## config.mk

```make
export PLATFORM = sky130hd
export DESIGN_NAME = kss_count_unit
export DESIGN_NICKNAME = d
export VERILOG_FILES = /design/src/kth_smallest_select_unit_defines.svh /design/src/kss_pkg.sv /design/src/kss_count_unit.sv
export SDC_FILE = /design/constraint.sdc
export NUM_CORES = 1
export LEC_CHECK = 0
export ABC_AREA = 1
export BUFFER_PORTS_ARGS = -buffer_cell sky130_fd_sc_hd__buf_2
export CAP_MARGIN = 5
export CORE_UTILIZATION = 49
export CTS_BUF_LIST = sky130_fd_sc_hd__clkbuf_4 sky130_fd_sc_hd__clkbuf_8 sky130_fd_sc_hd__clkbuf_16
export CTS_CLUSTER_DIAMETER = 60
export DETAILED_ROUTE_END_ITERATION = 10
export GPL_ROUTABILITY_DRIVEN = 1
export PLACE_DENSITY = 0.8
export SETUP_SLACK_MARGIN = 0.1
export SYNTH_ARGS = -nofsm -noshare
export SYNTH_HDL_FRONTEND = slang
export SYNTH_SLANG_ARGS = --single-unit
```

## constraint.sdc

```tcl
create_clock -name aclk -period 1.9 [get_ports aclk]
set_clock_uncertainty 0.1 [all_clocks]
set_input_delay 0.19 -clock aclk [delete_from_list [all_inputs] [get_ports aclk]]
set_output_delay 0.19 -clock aclk [all_outputs]
set_load 0.05 [all_outputs]
```

## src/kth_smallest_select_unit_defines.svh

```systemverilog
// Assertion macros for the selection unit.
// Used by the top level; needs no other file.
`ifndef KTH_SMALLEST_SELECT_UNIT_DEFINES_SVH
`define KTH_SMALLEST_SELECT_UNIT_DEFINES_SVH
`ifndef SYNTHESIS
`define KSS_ASSERT(label, clk, rstn, prop, msg) \
    label: assert property (@(posedge clk) disable iff (!rstn) prop) else $error(msg);
`define KSS_ASSERT_RST(label, clk, prop, msg) \
    label: assert property (@(posedge clk) prop) else $error(msg);
`else
`define KSS_ASSERT(label, clk, rstn, prop, msg)
`define KSS_ASSERT_RST(label, clk, prop, msg)
`endif
`endif

```

## src/kss_pkg.sv

```systemverilog
// Shared types and constants of the k-th smallest selection unit.
// Used by every module in src; depends on nothing.
package kss_pkg;
    localparam int MaxSamples = 1024;
    localparam int AddrW = $clog2(MaxSamples);
    localparam int CntW = $clog2(MaxSamples + 1);

    localparam logic [0:0] RegMedianMode = 1'd0;
    localparam logic [0:0] RegRank = 1'd1;

    typedef enum logic [2:0] {
        ST_LOAD,
        ST_PASS_FETCH,
        ST_PASS_START,
        ST_PASS_RUN,
        ST_PASS_LAST,
        ST_DECIDE,
        ST_OUT
    } state_t;

    // Handshake between the sequencer and the counting unit.
    typedef struct packed {
        logic start;
        logic run;
    } cnt_ctrl_t;
endpackage

```

## src/kss_count_unit.sv

```systemverilog
// Shared compare-and-count unit: per pass it counts stored samples below and
// equal to a candidate. Depends on kss_pkg.
module kss_count_unit (
    input  logic                   aclk,
    input  kss_pkg::cnt_ctrl_t     ctrl,
    input  logic signed [31:0]     cand,
    input  logic signed [31:0]     sample,
    output logic [kss_pkg::CntW-1:0] less_cnt,
    output logic [kss_pkg::CntW-1:0] eq_cnt
);
    logic [kss_pkg::CntW-1:0] less_reg, less_next, eq_reg, eq_next;

    always_comb begin
        less_next = less_reg;
        eq_next = eq_reg;
        if (ctrl.start) begin
            less_next = '0;
            eq_next = '0;
        end else if (ctrl.run) begin
            if (sample < cand) begin
                less_next = less_reg + 1'b1;
            end
            if (sample == cand) begin
                eq_next = eq_reg + 1'b1;
            end
        end
    end

    always_ff @(posedge aclk) begin
        less_reg <= less_next;
        eq_reg <= eq_next;
    end

    assign less_cnt = less_reg;
    assign eq_cnt = eq_reg;
endmodule

```

== Word level (Yosys, flattened, before mapping) ==
Cells that the tools add are included.
Storage, ports and cells
  bits in registers: 22
  input port bits: 67
  output and inout port bits: 22
  word-level logic and storage cells: 8
Operators by class
  $add $sub $neg: 2
  order comparisons: 1
  equal/unequal tests: 1
  reductions and logical operators: 2
Operators by type and width (count)
  == test 32 bit: 1
  less-than comparator 32 bit: 1
  adder 11 x 1 -> 11 bit, second input constant: 2
  AND reduction 2 bit: 2

== Logic depth before layout (Yosys ltp) ==
Gate-level depths: netlist (run 1).
  depth in word-level cells: 2
  depth in mapped cells: 19

== Worst setup path before layout (run 1) ==
Ideal clock, no wire load.
  path kind: reg-to-reg
  from: register eq_reg, in the netlist eq_cnt[0]
  to: register eq_reg, in the netlist eq_cnt[8]
  arrival time: 1.624 ns
  data required time: 1.730 ns
  slack: 0.106 ns
  cell stages (with the launch flop): 7
  buffers on the path: 0
  period minus slack after synthesis: 1.794 ns
  cells stage by stage: dfxtp_1 -> ha_1 -> inv_1 -> nor4_1 -> xor2_1 -> nand2_1 -> a21oi_1
On the way
  word-level cells in the longest chain between the ends: 1
Ends and longest elaborated chain
  from (decl): RTL line kss_count_unit.sv:11  | logic [kss_pkg::CntW-1:0] less_reg, less_next, eq_reg, eq_next;
  from (signal assigned): RTL line kss_count_unit.sv:31  | eq_reg <= eq_next;
  adder 11 x 1 -> 11 bit: RTL line kss_count_unit.sv:24  | eq_next = eq_reg + 1'b1;
Every way passes these cells.
A chain may end at the register's enable or synchronous reset.

== Worst setup path after layout (run 1) ==
  from: input port cand[7]
  to: register less_reg, in the netlist less_cnt[8]
On the way
  word-level cells in the longest chain between the ends: 2
Ends and longest elaborated chain
  from (decl): RTL line kss_count_unit.sv:6  | input logic signed [31:0] cand,
  less-than comparator 32 bit: RTL line kss_count_unit.sv:20  | if (sample < cand) begin
  AND reduction 2 bit (no line)
  to (signal assigned): RTL line kss_count_unit.sv:30  | less_reg <= less_next;
  to (decl): RTL line kss_count_unit.sv:11
Every way passes these cells.

==> Implementation_results.wiki, run 1 <==
{| class="wikitable"
! Metric !! Value
|-
| Outcome || completed
|-
| Switching share of power || 30.3%
|-
| Yosys warns || 0
|-
| Core area || 0.00414 sq mm
|-
| Post-synthesis cell area || 0.00220 sq mm
|-
| Diode insertion count for antenna repair || 0
|-
| Post-DR wirelength/cell || 10.8 microns
|-
| Overall power after layout || 0.00137 W
|-
| Clock-pin slew on the worst setup and hold paths || 0.09 ns
|-
| Max-slew headroom at the worst pin || 73.0%
|-
| Post-route antenna net violation count || 0
|-
| Sw Pwr || 0.000413 W
|-
| Initial core utilization || 53.0%
|-
| Clock latency on the worst-skew pair || 0.27 ns
|-
| Final routed DRC violation total || 0
|-
| Pre-antenna DRT Iters || 4
|-
| Start-to-end type of the worst setup path || primary input to flop
|-
| Syn nets || 449
|-
| Data required time of the critical path || 1.97 ns
|-
| Wire length of the first global-routing pass || 8340 microns
|-
| FFs w/ async S/R, synth || 0%
|-
| Synthesized area divided by synthesized cell count || 6.32 sq um
|-
| Hold buffer count at cts || 0
|-
| Antenna violations before repair || 0
|-
| Number of cell rows || 23
|-
| Most frequent CP cell || sky130_fd_sc_hd__nand2_1
|-
| Number of buffers added by the clock tree synthesis step || 3
|-
| Port bufs || 88
|-
| IR Drop Worst-Case VDD || 0.361 mV
|-
| WHS Path Cells || 2
|-
| FMAX || 0.607 GHz
|-
| DP Wirelength || 4060 microns
|-
| Vias per cell || 4.89
|-
| Boundary Pins || 89
|-
| Worst min-delay path category || primary input to flop
|-
| Worst Tran Pin Value || 0.405 ns
|-
| DRT iter0 DRCs || 86
|-
| Peak per-stage delay on the critical path || 0.32 ns
|-
| Fin Setup TNS || 0 ns
|-
| Most instantiated flip-flop cell in the synthesis netlist || sky130_fd_sc_hd__dfxtp_1
|-
| Routability cong. || 0.881
|-
| Fraction of final layout cells with drive strength greater than 1 || 27.9%
|-
| Final clock period utilization by the worst path || 86.7%
|-
| Time the final worst path needs with I/O delays and setup || 1.65 ns
|-
| Leak Pwr || 1.62 nW
|-
| Layout Area Growth over Synthesis || 33.4%
|-
| Total global routing overflow || 0
|-
| Routed vias || 2399
|-
| Fraction of power consumed by sequential logic || 35.0%
|-
| Die X || 69.0 microns
|-
| Count of flip-flops with a built-in enable after synthesis || 0
|-
| Maximum number of pins on one net before global-route repair || 21
|-
| Total global-route track usage || 22.6%
|-
| Max Fanout on Critical Path || 10
|-
| Portion of the post-synthesis area used by sequential elements || 20.0%
|-
| Critical path launch point type || primary input
|-
| Floorplan die area || 0.00476 sq mm
|-
| Clock Tree Buf Depth || 2
|-
| Final hold viol count || 0
|-
| Post-synth cell types || 25
|-
| Path depth of the worst reg2reg path || 6
|-
| Arrival time at the worst endpoint || 1.72 ns
|-
| Power Density || 466 mW/mm^2
|-
| Die Ht || 69.0 microns
|-
| CTS sink cnt || 22
|-
| Via count of the first global-routing pass || 2142
|-
| Root Buffer || sky130_fd_sc_hd__clkbuf_8
|-
| Aggregate routed wire length || 5300 microns
|-
| Critical Path End Type || flop
|-
| Highest-delay cell along the critical path || sky130_fd_sc_hd__ha_1
|-
| # nets final || 543
|-
| Total count of max-transition violations in the final report || 0
|-
| Cell-by-cell trace of the critical path || buf_2, inv_1, ha_1, a21o_1, nor2_1, nand2_1, nand2_1, nand2_1, nand2_2, nand2_2, nand2_4, clkbuf_16, nand4_1, nand2_1, nor2_1
|-
| Flop and latch count out of synthesis || 22
|-
| Max-cap check violation count || 0
|-
| Level count of the clock H-tree || 1
|-
| Clock share of power || 32.5%
|-
| Unrepaired setup endpoints after global routing || false
|-
| # setup viols final || 0
|-
| Synthesized instance count || 348
|-
| Gate power share || 32.5%
|-
| TritonCTS clock tree || built
|-
| Cell internal power dissipation || 0.000952 W
|}
==> synth_stat cells, types with 2 or more instances <==
master	instances	area [sq um]
sky130_fd_sc_hd__o21ai_0	3	15.0
sky130_fd_sc_hd__inv_1	81	304
sky130_fd_sc_hd__buf_6	3	33.8
sky130_fd_sc_hd__xor2_1	5	43.8
sky130_fd_sc_hd__nor3_1	6	30.0
sky130_fd_sc_hd__nand4_1	14	87.6
sky130_fd_sc_hd__dfxtp_1	22	440
sky130_fd_sc_hd__nor2_1	28	105
sky130_fd_sc_hd__buf_2	2	10.0
sky130_fd_sc_hd__nand2_1	85	319
sky130_fd_sc_hd__nor2_2	2	12.5
sky130_fd_sc_hd__nor3_2	2	20.0
sky130_fd_sc_hd__o21a_1	3	22.5
sky130_fd_sc_hd__nor4_1	5	31.3
sky130_fd_sc_hd__xnor2_1	3	26.3
sky130_fd_sc_hd__nand3_2	2	20.0
sky130_fd_sc_hd__ha_1	34	425
sky130_fd_sc_hd__nand3_1	20	100
sky130_fd_sc_hd__a21oi_1	22	110
==> flip-flops by register name, summed over array words and instances, names as in the netlist <==
| register | cells |
|---|---|
| less_cnt | 11 |
| eq_cnt | 11 |
==> what timing repair did <==
item,in CTS,in global routing
setup endpoints to repair,0,11
buffers inserted,0,1
gates resized for setup,0,18
==> power groups by stage <==
stage / clock network (W) / registers, W / logic [W]
2_1_floorplan: 0 / 0.000514 / 0.000227
3_3_place_gp: 0 / 0.000488 / 0.000370
3_5_place_dp: 0 / 0.000488 / 0.000382
4_1_cts: 0.000456 / 0.000477 / 0.000385
5_1_grt: 0.000471 / 0.000478 / 0.000499
6_report: 0.000444 / 0.000478 / 0.000444
==> cell families after synthesis <==
group / after synthesis / synth area share (%)
DFF: 22 / 20.0
adders and majority gates: 34 / 19.4
buffers and inverters: 88 / 16.3
AOI/OAI and AO/OA: 31 / 7.80
and+or+nand+nor: 165 / 33.3
xor gates and xnor gates: 8 / 3.19
==> per-stage QoR <==
step	utilization (%)	hold slack, ns	cell area [sq um]	setup WS (ns)	instances
after floorplan	-	0.409	2200	0.106	348
after global placement	65.4	0.366	2710	0.0155	484
after detailed placement	65.4	0.367	2710	-0.0575	484
after CTS	67.1	0.108	2780	0.230	488
after global routing	70.7	0.120	2930	0.0951	491
final	70.7	0.122	2930	0.252	491
==> routing by layer <==
| layer | vias to the layer above | routed length, microns | GRT usage (%) |
|---|---|---|---|
| li1 | 1279 | - | - |
| met1 | 1054 | 2280 | 25.8 |
| met2 | 58 | 2760 | 42.6 |
| met3 | 8 | 200 | 4.11 |
| met4 | 0 | 64 | 5.87 |
| met5 | - | 0 | 0 |
==> cell usage in the layout (no fill, tap or decap), types with 2 or more instances in the layout <==
cell / netlist / layout
sky130_fd_sc_hd__nor3_2: 2 / 2
sky130_fd_sc_hd__xnor2_1: 3 / 3
sky130_fd_sc_hd__nand3_1: 20 / 19
sky130_fd_sc_hd__nand3_2: 2 / 3
sky130_fd_sc_hd__ha_4: 0 / 4
sky130_fd_sc_hd__nor3_1: 6 / 6
sky130_fd_sc_hd__nor2_1: 28 / 26
sky130_fd_sc_hd__buf_12: 0 / 2
sky130_fd_sc_hd__dfxtp_1: 22 / 22
sky130_fd_sc_hd__nand2_1: 85 / 80
sky130_fd_sc_hd__clkbuf_16: 0 / 2
sky130_fd_sc_hd__nor4_1: 5 / 5
sky130_fd_sc_hd__nand4_1: 14 / 14
sky130_fd_sc_hd__nand2_2: 1 / 5
sky130_fd_sc_hd__nor2_2: 2 / 3
sky130_fd_sc_hd__a21oi_1: 22 / 19
sky130_fd_sc_hd__buf_4: 1 / 4
sky130_fd_sc_hd__inv_1: 81 / 81
sky130_fd_sc_hd__buf_2: 2 / 88
sky130_fd_sc_hd__a21oi_2: 1 / 4
sky130_fd_sc_hd__ha_1: 34 / 30
sky130_fd_sc_hd__o21ai_0: 3 / 2
sky130_fd_sc_hd__o21a_1: 3 / 3
sky130_fd_sc_hd__xor2_1: 5 / 5
sky130_fd_sc_hd__clkbuf_8: 0 / 3
==> worst paths after layout <==
check                         startpoint                       end  slack [ns]
hold reg to reg   eq_cnt[9]$_SDFFE_PP0P_    eq_cnt[9]$_SDFFE_PP0P_        0.38
setup reg to reg  eq_cnt[0]$_SDFFE_PP0P_    eq_cnt[8]$_SDFFE_PP0P_        0.32
hold / removal                   ctrl[1]    eq_cnt[5]$_SDFFE_PP0P_        0.12
setup / recovery                 cand[7]  less_cnt[8]$_SDFFE_PP0P_        0.25
==> layout make-up <==
type                    instances  area [sq um]
clock buffers                   3          41.3
clock inverters                 1          30.0
fillers                       342          1210
inverters                      81           304
multi-input cells             238          1490
flip-flops and latches         22           440
well taps                      50          62.6
repair buffers                 96           561
==> worst max-delay path, delay by kind of cell <==
family                   cells  cell delay, ns
AO/OA/AOI/OAI                1            0.19
adder cells (fa/ha/maj)      1            0.32
buffers and inverters        3            0.28
AND/OR/NAND/NOR             10            0.75
Note: power is estimated with default switching activity, not from simulation.
==> run 2: changes to the inputs <==
- ABC_AREA: 1 -> 0
- CORE_UTILIZATION: 49 -> 47
==> Implementation_results.wiki, run 2 <==
{| class="wikitable"
! Metric !! Value
|-
| Outcome || finished, violations left (was completed)
|-
| Violations in the final reports || negative setup slack
|-
| Cell taking the most area after synthesis || sky130_fd_sc_hd__dfxtp_1 (unchanged)
|-
| Post-synthesis cell area || 0.00183 sq mm (was 0.00220 sq mm)
|-
| Antenna violations before repair || 0 (unchanged)
|-
| Maximum number of pins on one net before global-route repair || 24 (was 21)
|-
| Total global routing overflow || 0 (unchanged)
|-
| Leak Pwr || 1.46 nW (was 1.62 nW)
|-
| Count of flip-flops with a built-in enable after synthesis || 0 (unchanged)
|-
| DRT iter0 DRCs || 76 (was 86)
|-
| Clock-pin slew on the worst setup and hold paths || 0.09 ns (about the same)
|-
| Proportion of netlist area held by the largest area contributor || 24.1% (was 20.0%)
|-
| Die Ht || 64.3 microns (was 69.0 microns)
|-
| Critical path launch point type || primary input (unchanged)
|-
| Highest-delay cell along the critical path || sky130_fd_sc_hd__or4_1 (was sky130_fd_sc_hd__ha_1)
|-
| Diode insertion count for antenna repair || 0 (unchanged)
|-
| Post-synth cell types || 37 (was 25)
|-
| Post-DR wirelength/cell || 15.1 microns (was 10.8 microns)
|-
| Clock latency on the worst-skew pair || 0.27 ns (about the same)
|-
| Peak per-stage delay on the critical path || 0.47 ns (was 0.32 ns)
|-
| Max-slew headroom at the worst pin || 68.5% (was 73.0%)
|-
| Commonest cells after routing, fill and taps aside || sky130_fd_sc_hd__buf_2 (66), sky130_fd_sc_hd__buf_6 (25), sky130_fd_sc_hd__ha_4 (24) (was sky130_fd_sc_hd__buf_2 (88), sky130_fd_sc_hd__inv_1 (81), sky130_fd_sc_hd__nand2_1 (80))
|-
| Port bufs || 88 (unchanged)
|-
| Yosys warns || 0 (unchanged)
|-
| CTS sink cnt || 22 (unchanged)
|-
| Total global-route track usage || 26.3% (was 22.6%)
|-
| Gate power share || 35.8% (was 32.5%)
|-
| Smallest setup slack after layout || -0.194 ns (was 0.252 ns)
|-
| Synthesized instance count || 230 (was 348)
|-
| Buffer and inverter count on the worst path || 4 (was 3)
|-
| Final routed DRC violation total || 0 (unchanged)
|-
| Max Fanout on Critical Path || 8 (was 10)
|-
| Clock share of power || 31.1% (was 32.5%)
|-
| Power Density || 452 mW/mm^2 (was 466 mW/mm^2)
|-
| Post-synth top cells || sky130_fd_sc_hd__inv_1 (40), sky130_fd_sc_hd__ha_1 (34), sky130_fd_sc_hd__dfxtp_1 (22), sky130_fd_sc_hd__nor2_1 (19), sky130_fd_sc_hd__a21oi_1 (18) (was sky130_fd_sc_hd__nand2_1 (85), sky130_fd_sc_hd__inv_1 (81), sky130_fd_sc_hd__ha_1 (34), sky130_fd_sc_hd__nor2_1 (28))
|-
| Placed instance count || 372 (was 484)
|-
| Time the final worst path needs with I/O delays and setup || 2.09 ns (was 1.65 ns)
|-
| Pre-antenna DRT Iters || 4 (unchanged)
|-
| Boundary Pins || 89 (unchanged)
|-
| Portion of the post-synthesis area used by sequential elements || 24.1% (was 20.0%)
|-
| Total count of max-transition violations in the final report || 0 (unchanged)
|-
| Number of buffers added by the clock tree synthesis step || 3 (unchanged)
|-
| Final instance area || 0.00318 sq mm (was 0.00293 sq mm)
|-
| Worst Tran Pin Value || 0.472 ns (was 0.405 ns)
|-
| Most instantiated flip-flop cell in the synthesis netlist || sky130_fd_sc_hd__dfxtp_1 (unchanged)
|-
| Most frequent CP cell || sky130_fd_sc_hd__buf_6 (was sky130_fd_sc_hd__nand2_1)
|-
| Worst path top cell family by delay || simple AND/OR/NAND/NOR gates (unchanged)
|-
| Via count of the first global-routing pass || 2049 (was 2142)
|-
| Clock Tree Buf Depth || 2 (unchanged)
|-
| # setup viols final || 17 (was 0)
|-
| Hold_ws || 0.255 ns (was 0.122 ns)
|-
| Final hold viol count || 0 (unchanged)
|-
| Top cells by area in the synthesized netlist || sky130_fd_sc_hd__dfxtp_1 (24%), sky130_fd_sc_hd__ha_1 (23%), sky130_fd_sc_hd__inv_1 (8.2%) (was sky130_fd_sc_hd__dfxtp_1 (20%), sky130_fd_sc_hd__ha_1 (19%), sky130_fd_sc_hd__nand2_1 (15%))
|-
| Data required time of the critical path || 2.00 ns (was 1.97 ns)
|-
| IR Drop Worst-Case VDD || 0.342 mV (was 0.361 mV)
|-
| Start-to-end type of the worst setup path || primary input to flop (unchanged)
|-
| Sw Pwr || 0.000418 W (was 0.000413 W)
|-
| # nets final || 435 (was 543)
|-
| FMAX || 0.478 GHz (was 0.607 GHz)
|-
| Placement-stage cell area || 0.00268 sq mm (was 0.00271 sq mm)
|-
| Cell internal power dissipation || 0.00102 W (was 0.000952 W)
|-
| Aggregate routed wire length || 5760 microns (was 5300 microns)
|-
| Final clock period utilization by the worst path || 110% (was 86.7%)
|-
| Synthesized area divided by synthesized cell count || 7.94 sq um (was 6.32 sq um)
|-
| Number of filler cells placed in the layout || 199 (was 342)
|-
| Most used standard cell by instance count after synthesis || sky130_fd_sc_hd__inv_1 (was sky130_fd_sc_hd__nand2_1)
|-
| Cell-by-cell trace of the critical path || buf_6, inv_4, ha_4, nand4_1, buf_6, o21bai_1, o211ai_2, mux2i_1, o31a_1, buf_12, or4_1, a21oi_1 (was buf_2, inv_1, ha_1, a21o_1, nor2_1, nand2_1, nand2_1, nand2_1, nand2_2, nand2_2, nand2_4, clkbuf_16, nand4_1, nand2_1, nor2_1)
|-
| Critical Path End Type || flop (unchanged)
|-
| Worst min-delay path category || primary input to flop (unchanged)
|-
| Number of cell rows || 22 (was 23)
|-
| Most common library cell in the layout ignoring fill and taps || sky130_fd_sc_hd__buf_2 (unchanged)
|-
| Flop and latch count out of synthesis || 22 (unchanged)
|-
| Syn nets || 331 (was 449)
|-
| Wire length of the first global-routing pass || 8740 microns (was 8340 microns)
|-
| TritonCTS clock tree || built (unchanged)
|-
| DP Wirelength || 3700 microns (was 4060 microns)
|-
| Non-filler instance count after layout || 381 (was 491)
|-
| Core area || 0.00369 sq mm (was 0.00414 sq mm)
|-
| Post-route antenna net violation count || 0 (unchanged)
|-
| Routability cong. || 0.874 (was 0.881)
|-
| Layout Area Growth over Synthesis || 73.9% (was 33.4%)
|-
| Arrival time at the worst endpoint || 2.20 ns (was 1.72 ns)
|-
| Routed vias || 2078 (was 2399)
|-
| Root Buffer || sky130_fd_sc_hd__clkbuf_8 (unchanged)
|-
| Fin Setup TNS || -1.83 ns (was 0 ns)
|-
| Floorplan die area || 0.00414 sq mm (was 0.00476 sq mm)
|-
| Minimum setup slack after placement || -0.508 ns (was -0.0575 ns)
|-
| Vias per cell || 5.45 (was 4.89)
|-
| Fraction of power consumed by sequential logic || 33.1% (was 35.0%)
|-
| Max-cap check violation count || 0 (unchanged)
|-
| Level count of the clock H-tree || 1 (unchanged)
|-
| Fraction of final layout cells with drive strength greater than 1 || 55.6% (was 27.9%)
|-
| Initial core utilization || 49.5% (was 53.0%)
|-
| Unrepaired setup endpoints after global routing || true (was false)
|-
| FFs w/ async S/R, synth || 0% (unchanged)
|-
| Switching share of power || 29.1% (was 30.3%)
|-
| Die X || 64.3 microns (was 69.0 microns)
|}
[run 2: cell types whose count changed in the layout (fill, tap and decap cells not counted), sizes merged, moves of 4 or more]
| cell | before | now |
|---|---|---|
| nand3 | 22 | 13 |
| a21oi | 23 | 18 |
| or4 | 0 | 4 |
| nor2 | 30 | 19 |
| o21ai | 3 | 8 |
| o31ai | 0 | 4 |
| inv | 81 | 40 |
| buf | 94 | 104 |
| nor3 | 8 | 1 |
| nand2 | 86 | 9 |
[run 2: cells by family after synthesis]
| family | count (synthesis) | share of synthesized area [%] |
|---|---|---|
| xor gates and xnor gates | 11 | 5.27 |
| buffers and inverters | 45 | 9.73 |
| AOI/OAI and AO/OA | 42 | 14.7 |
| DFF | 22 | 24.1 |
| adders and majority gates | 34 | 23.3 |
| muxes | 4 | 2.26 |
| and+or+nand+nor | 72 | 20.6 |
[run 2: repair_timing]
item                                    in CTS  in global routing
buffers inserted                             5                  0
pin swaps                                   26                 14
hold buffers                                 0                  0
endpoints found under the setup margin      17                 19
cloned                                       0                  0
gates resized for setup                     49                 25
[run 2: area by class of cell]
type                       count  area [sq um]  share of cell area [%]
clock buffer                   3          41.3                    1.30
timing repair buffer         104           737                    23.2
tap                           48          60.1                    1.89
sequential                    22           440                    13.9
clock inverter                 1          30.0                   0.945
multi-input combinational    163          1690                    53.1
inverter                      40           183                    5.75
[run 2: routing by layer]
| metal | vias up | track usage, % | share of wire, % |
|---|---|---|---|
| met5 | - | 0 | 0 |
| met4 | 0 | 6.94 | 2.6 |
| met3 | 18 | 3.75 | 5.4 |
| met2 | 86 | 49.6 | 53 |
| met1 | 962 | 30.4 | 38 |
| li1 | 1012 | - | - |
[run 2: power groups by stage]
stage	sequential [W]	clock (W)	combinational, W
after global placement	0.000484	0	0.000379
after detailed placement	0.000485	0	0.000394
after CTS	0.000474	0.000440	0.000468
final	0.000475	0.000447	0.000515
after floorplan	0.000502	0	0.000207
after global routing	0.000476	0.000474	0.000565
[run 2: path summary, 6_finish.rpt]
kind,slack (ns),cells past startpoint,end,start
worst min register to register,0.39,2,less_cnt[10]$_SDFFE_PP0P_,less_cnt[10]$_SDFFE_PP0P_
worst max register to register,0.21,4,less_cnt[6]$_SDFFE_PP0P_,less_cnt[0]$_SDFFE_PP0P_
worst min-delay path,0.26,2,eq_cnt[10]$_SDFFE_PP0P_,ctrl[1]
worst max-delay path,-0.19,12,less_cnt[6]$_SDFFE_PP0P_,cand[30]
[run 2: metrics by stage]
step	util, %	power [W]
global placement	72.6	0.000863
finish	86.1	0.00144
floorplan	-	0.000709
CTS	82.5	0.00138
global route	86.1	0.00152
detailed placement	72.6	0.000878
==> run 3: changes to the inputs <==
- CORE_MARGIN: not set -> 4
==> Implementation_results.wiki, run 3 (synthesis results as in run 2) <==
{| class="wikitable"
! Metric !! Value
|-
| Outcome || finished, violations left (unchanged)
|-
| Violations in the final reports || negative setup slack (unchanged)
|-
| Layout Area Growth over Synthesis || 75.7% (was 73.9%)
|-
| Number of buffers added by the clock tree synthesis step || 3 (unchanged)
|-
| Time the final worst path needs with I/O delays and setup || 2.21 ns (was 2.09 ns)
|-
| Total global routing overflow || 0 (unchanged)
|-
| Smallest setup slack after layout || -0.314 ns (was -0.194 ns)
|-
| Placement-stage cell area || 0.00267 sq mm (was 0.00268 sq mm)
|-
| Total count of max-transition violations in the final report || 0 (unchanged)
|-
| Total global-route track usage || 22.0% (was 26.3%)
|-
| DRT iter0 DRCs || 85 (was 76)
|-
| # setup viols final || 17 (unchanged)
|-
| Capturing element of the worst setup path || eq_cnt[8]$_SDFFE_PP0P_ (was less_cnt[6]$_SDFFE_PP0P_)
|-
| Launch instance of the worst min-delay path || ctrl[1] (unchanged)
|-
| Boundary Pins || 89 (unchanged)
|-
| Minimum setup slack after placement || -0.535 ns (was -0.508 ns)
|-
| Post-route antenna net violation count || 0 (unchanged)
|-
| Met1 Routed Length || 2250 microns (was 2210 microns)
|-
| Number of filler cells placed in the layout || 200 (was 199)
|-
| Peak per-stage delay on the critical path || 0.38 ns (was 0.47 ns)
|-
| CTS sink cnt || 22 (unchanged)
|-
| Fraction of final layout cells with drive strength greater than 1 || 53.1% (was 55.6%)
|-
| Antenna violations before repair || 0 (unchanged)
|-
| Number of cell rows || 22 (unchanged)
|-
| Start-to-end type of the worst setup path || primary input to flop (unchanged)
|-
| Critical Path End Type || flop (unchanged)
|-
| Setup slack of the worst register-to-register path || 0.10 ns (was 0.21 ns)
|-
| # nets final || 437 (was 435)
|-
| Core area || 0.00372 sq mm (was 0.00369 sq mm)
|-
| Worst min-delay path category || primary input to flop (unchanged)
|-
| Cell internal power dissipation || 0.00103 W (was 0.00102 W)
|-
| Max-cap check violation count || 0 (unchanged)
|-
| Arrival time at the worst endpoint || 2.26 ns (was 2.20 ns)
|-
| Worst Tran Pin Value || 0.459 ns (was 0.472 ns)
|-
| Critical path origin || cand[20] (was cand[30])
|-
| Max Fanout on Critical Path || 3 (was 8)
|-
| Unrepaired setup endpoints after global routing || true (unchanged)
|-
| Highest-delay cell along the critical path || sky130_fd_sc_hd__nor4_4 (was sky130_fd_sc_hd__or4_1)
|-
| Worst path top cell family by delay || simple AND/OR/NAND/NOR gates (unchanged)
|-
| Area of the multi-input gates || 0.00166 sq mm (was 0.00169 sq mm)
|-
| Vias per cell || 5.53 (was 5.45)
|-
| Sw Pwr || 0.000415 W (was 0.000418 W)
|-
| Highest Signal Layer || met4 (unchanged)
|-
| Floorplan die area || 0.00495 sq mm (was 0.00414 sq mm)
|-
| Final instance area || 0.00321 sq mm (was 0.00318 sq mm)
|-
| Wire length on met2 || 3320 microns (was 3080 microns)
|-
| Clock latency on the worst-skew pair || 0.27 ns (about the same)
|-
| Final clock period utilization by the worst path || 117% (was 110%)
|-
| Leak Pwr || 1.48 nW (was 1.46 nW)
|-
| Clock Tree Buf Depth || 2 (unchanged)
|-
| TritonCTS clock tree || built (unchanged)
|-
| Routability cong. || 0.776 (was 0.874)
|-
| DP Wirelength || 3900 microns (was 3700 microns)
|-
| Path length in cells of the critical path || 12 (unchanged)
|-
| Fraction of power consumed by sequential logic || 32.8% (was 33.1%)
|-
| Diode insertion count for antenna repair || 0 (unchanged)
|-
| Wire length of the first global-routing pass || 9030 microns (was 8740 microns)
|-
| Root Buffer || sky130_fd_sc_hd__clkbuf_8 (unchanged)
|-
| Most common library cell in the layout ignoring fill and taps || sky130_fd_sc_hd__buf_2 (unchanged)
|-
| FMAX || 0.452 GHz (was 0.478 GHz)
|-
| Path depth of the worst reg2reg path || 7 (was 4)
|-
| Cell-by-cell trace of the critical path || buf_2, inv_1, ha_4, nand4_1, nor4_4, nand4_1, buf_6, nor4_4, buf_4, nand3_2, xor2_1, nor2_1 (was buf_6, inv_4, ha_4, nand4_1, buf_6, o21bai_1, o211ai_2, mux2i_1, o31a_1, buf_12, or4_1, a21oi_1)
|-
| Final routed DRC violation total || 0 (unchanged)
|-
| Final hold viol count || 0 (unchanged)
|-
| Commonest cells after routing, fill and taps aside || sky130_fd_sc_hd__buf_2 (60), sky130_fd_sc_hd__buf_6 (30), sky130_fd_sc_hd__ha_4 (24) (was sky130_fd_sc_hd__buf_2 (66), sky130_fd_sc_hd__buf_6 (25), sky130_fd_sc_hd__ha_4 (24))
|-
| Critical path launch point type || primary input (unchanged)
|-
| Maximum number of pins on one net before global-route repair || 24 (unchanged)
|-
| Level count of the clock H-tree || 1 (unchanged)
|-
| Area taken by flip-flops and latches || 440 sq um (unchanged)
|-
| Aggregate routed wire length || 6210 microns (was 5760 microns)
|-
| Reg2Reg Launch Point || eq_cnt[0]$_SDFFE_PP0P_ (was less_cnt[0]$_SDFFE_PP0P_)
|-
| Via count of the first global-routing pass || 2099 (was 2049)
|-
| Hold_ws || 0.241 ns (was 0.255 ns)
|-
| Hold buffer count at cts || 0 (unchanged)
|-
| Pre-antenna DRT Iters || 4 (unchanged)
|-
| Clock-pin slew on the worst setup and hold paths || 0.09 ns (about the same)
|-
| Gate power share || 36.3% (was 35.8%)
|-
| Routed length on met3 || 402 microns (was 313 microns)
|-
| Data required time of the critical path || 1.95 ns (was 2.00 ns)
|-
| Clock share of power || 30.9% (was 31.1%)
|-
| Die X || 70.3 microns (was 64.3 microns)
|-
| Buffer and inverter count on the worst path || 4 (unchanged)
|-
| Port bufs || 88 (unchanged)
|-
| Max-slew headroom at the worst pin || 69.4% (was 68.5%)
|-
| Routed vias || 2117 (was 2078)
|-
| Post-DR wirelength/cell || 16.2 microns (was 15.1 microns)
|-
| Initial core utilization || 49.2% (was 49.5%)
|-
| Power Density || 450 mW/mm^2 (was 452 mW/mm^2)
|-
| Die Ht || 70.3 microns (was 64.3 microns)
|-
| Switching share of power || 28.8% (was 29.1%)
|-
| IR Drop Worst-Case VDD || 0.285 mV (was 0.342 mV)
|-
| Destination of the worst register-to-register timing path || eq_cnt[8]$_SDFFE_PP0P_ (was less_cnt[6]$_SDFFE_PP0P_)
|}
run 3: cell types whose count changed in the layout (fill, tap and decap cells not counted), moves of 2 or more:
cell,change
sky130_fd_sc_hd__buf_2,-6
sky130_fd_sc_hd__a21oi_1,+5
sky130_fd_sc_hd__a21oi_2,-5
sky130_fd_sc_hd__buf_6,+5
sky130_fd_sc_hd__buf_4,+2
sky130_fd_sc_hd__inv_4,+2
sky130_fd_sc_hd__or3_1,+2
sky130_fd_sc_hd__or3_4,-2
run 3: what timing repair did:
| item | 4_1_cts | 5_1_grt |
|---|---|---|
| setup endpoints to repair | 17 | 21 |
| resized for setup | 50 | 26 |
| setup buffers | 7 | 2 |
| pin swaps | 29 | 19 |
run 3: through the flow:
stage / utilization [%] / setup TNS [ns] / total power [W] / instances
global route: 86.4 / -5.54 / 0.00151 / 383
CTS: 83.0 / -1.75 / 0.00139 / 382
detailed placement: 71.9 / -7.71 / 0.000872 / 371
finish: 86.4 / -3.88 / 0.00144 / 383
global placement: 71.9 / -6.52 / 0.000861 / 371
floorplan: - / -1.81 / 0.000709 / 230
run 3: layout make-up:
type,count,area share (%)
Tap cell,48,1.87
Multi-Input combinational cell,163,51.6
Clock inverter,1,0.936
Timing Repair Buffer,106,24.7
Clock buffer,3,1.29
Sequential cell,22,13.7
Inverter,40,5.85
run 3: power by group through the flow:
stage               sequential, W  clock [W]  combinational (W)
global placement         0.000484          0           0.000377
floorplan                0.000502          0           0.000207
CTS                      0.000474   0.000445           0.000469
finish                   0.000474   0.000447           0.000524
detailed placement       0.000485          0           0.000387
global route             0.000475   0.000460           0.000573
run 3: worst min-delay path by stage:
| stage | depth (start not counted) | slack, ns | end |
|---|---|---|---|
| after CTS | 2 | 0.22 | eq_cnt[8]$_SDFFE_PP0P_ |
| final | 2 | 0.24 | less_cnt[0]$_SDFFE_PP0P_ |
| after floorplan | 1 | 0.27 | less_cnt[7]$_SDFFE_PP0P_ |
| after global placement | 2 | 0.37 | less_cnt[10]$_SDFFE_PP0P_ |
| after detailed placement | 2 | 0.37 | less_cnt[10]$_SDFFE_PP0P_ |
| after global routing | 2 | 0.24 | eq_cnt[4]$_SDFFE_PP0P_ |
run 3: routing by layer:
metal	vias to the layer above	GRT usage [%]
met2	94	42.0
met1	974	23.2
met5	-	0
met3	26	5.61
li1	1023	-
met4	0	6.17
run 3: worst register-to-register path, cell delays in order (launching register included):
cell                      delay, ns
sky130_fd_sc_hd__dfxtp_1       0.42
sky130_fd_sc_hd__ha_1          0.23
sky130_fd_sc_hd__nand2_1       0.13
sky130_fd_sc_hd__nor4_4        0.29
sky130_fd_sc_hd__buf_4         0.20
sky130_fd_sc_hd__nand3_2       0.08
sky130_fd_sc_hd__xor2_1        0.17
sky130_fd_sc_hd__nor2_1        0.07
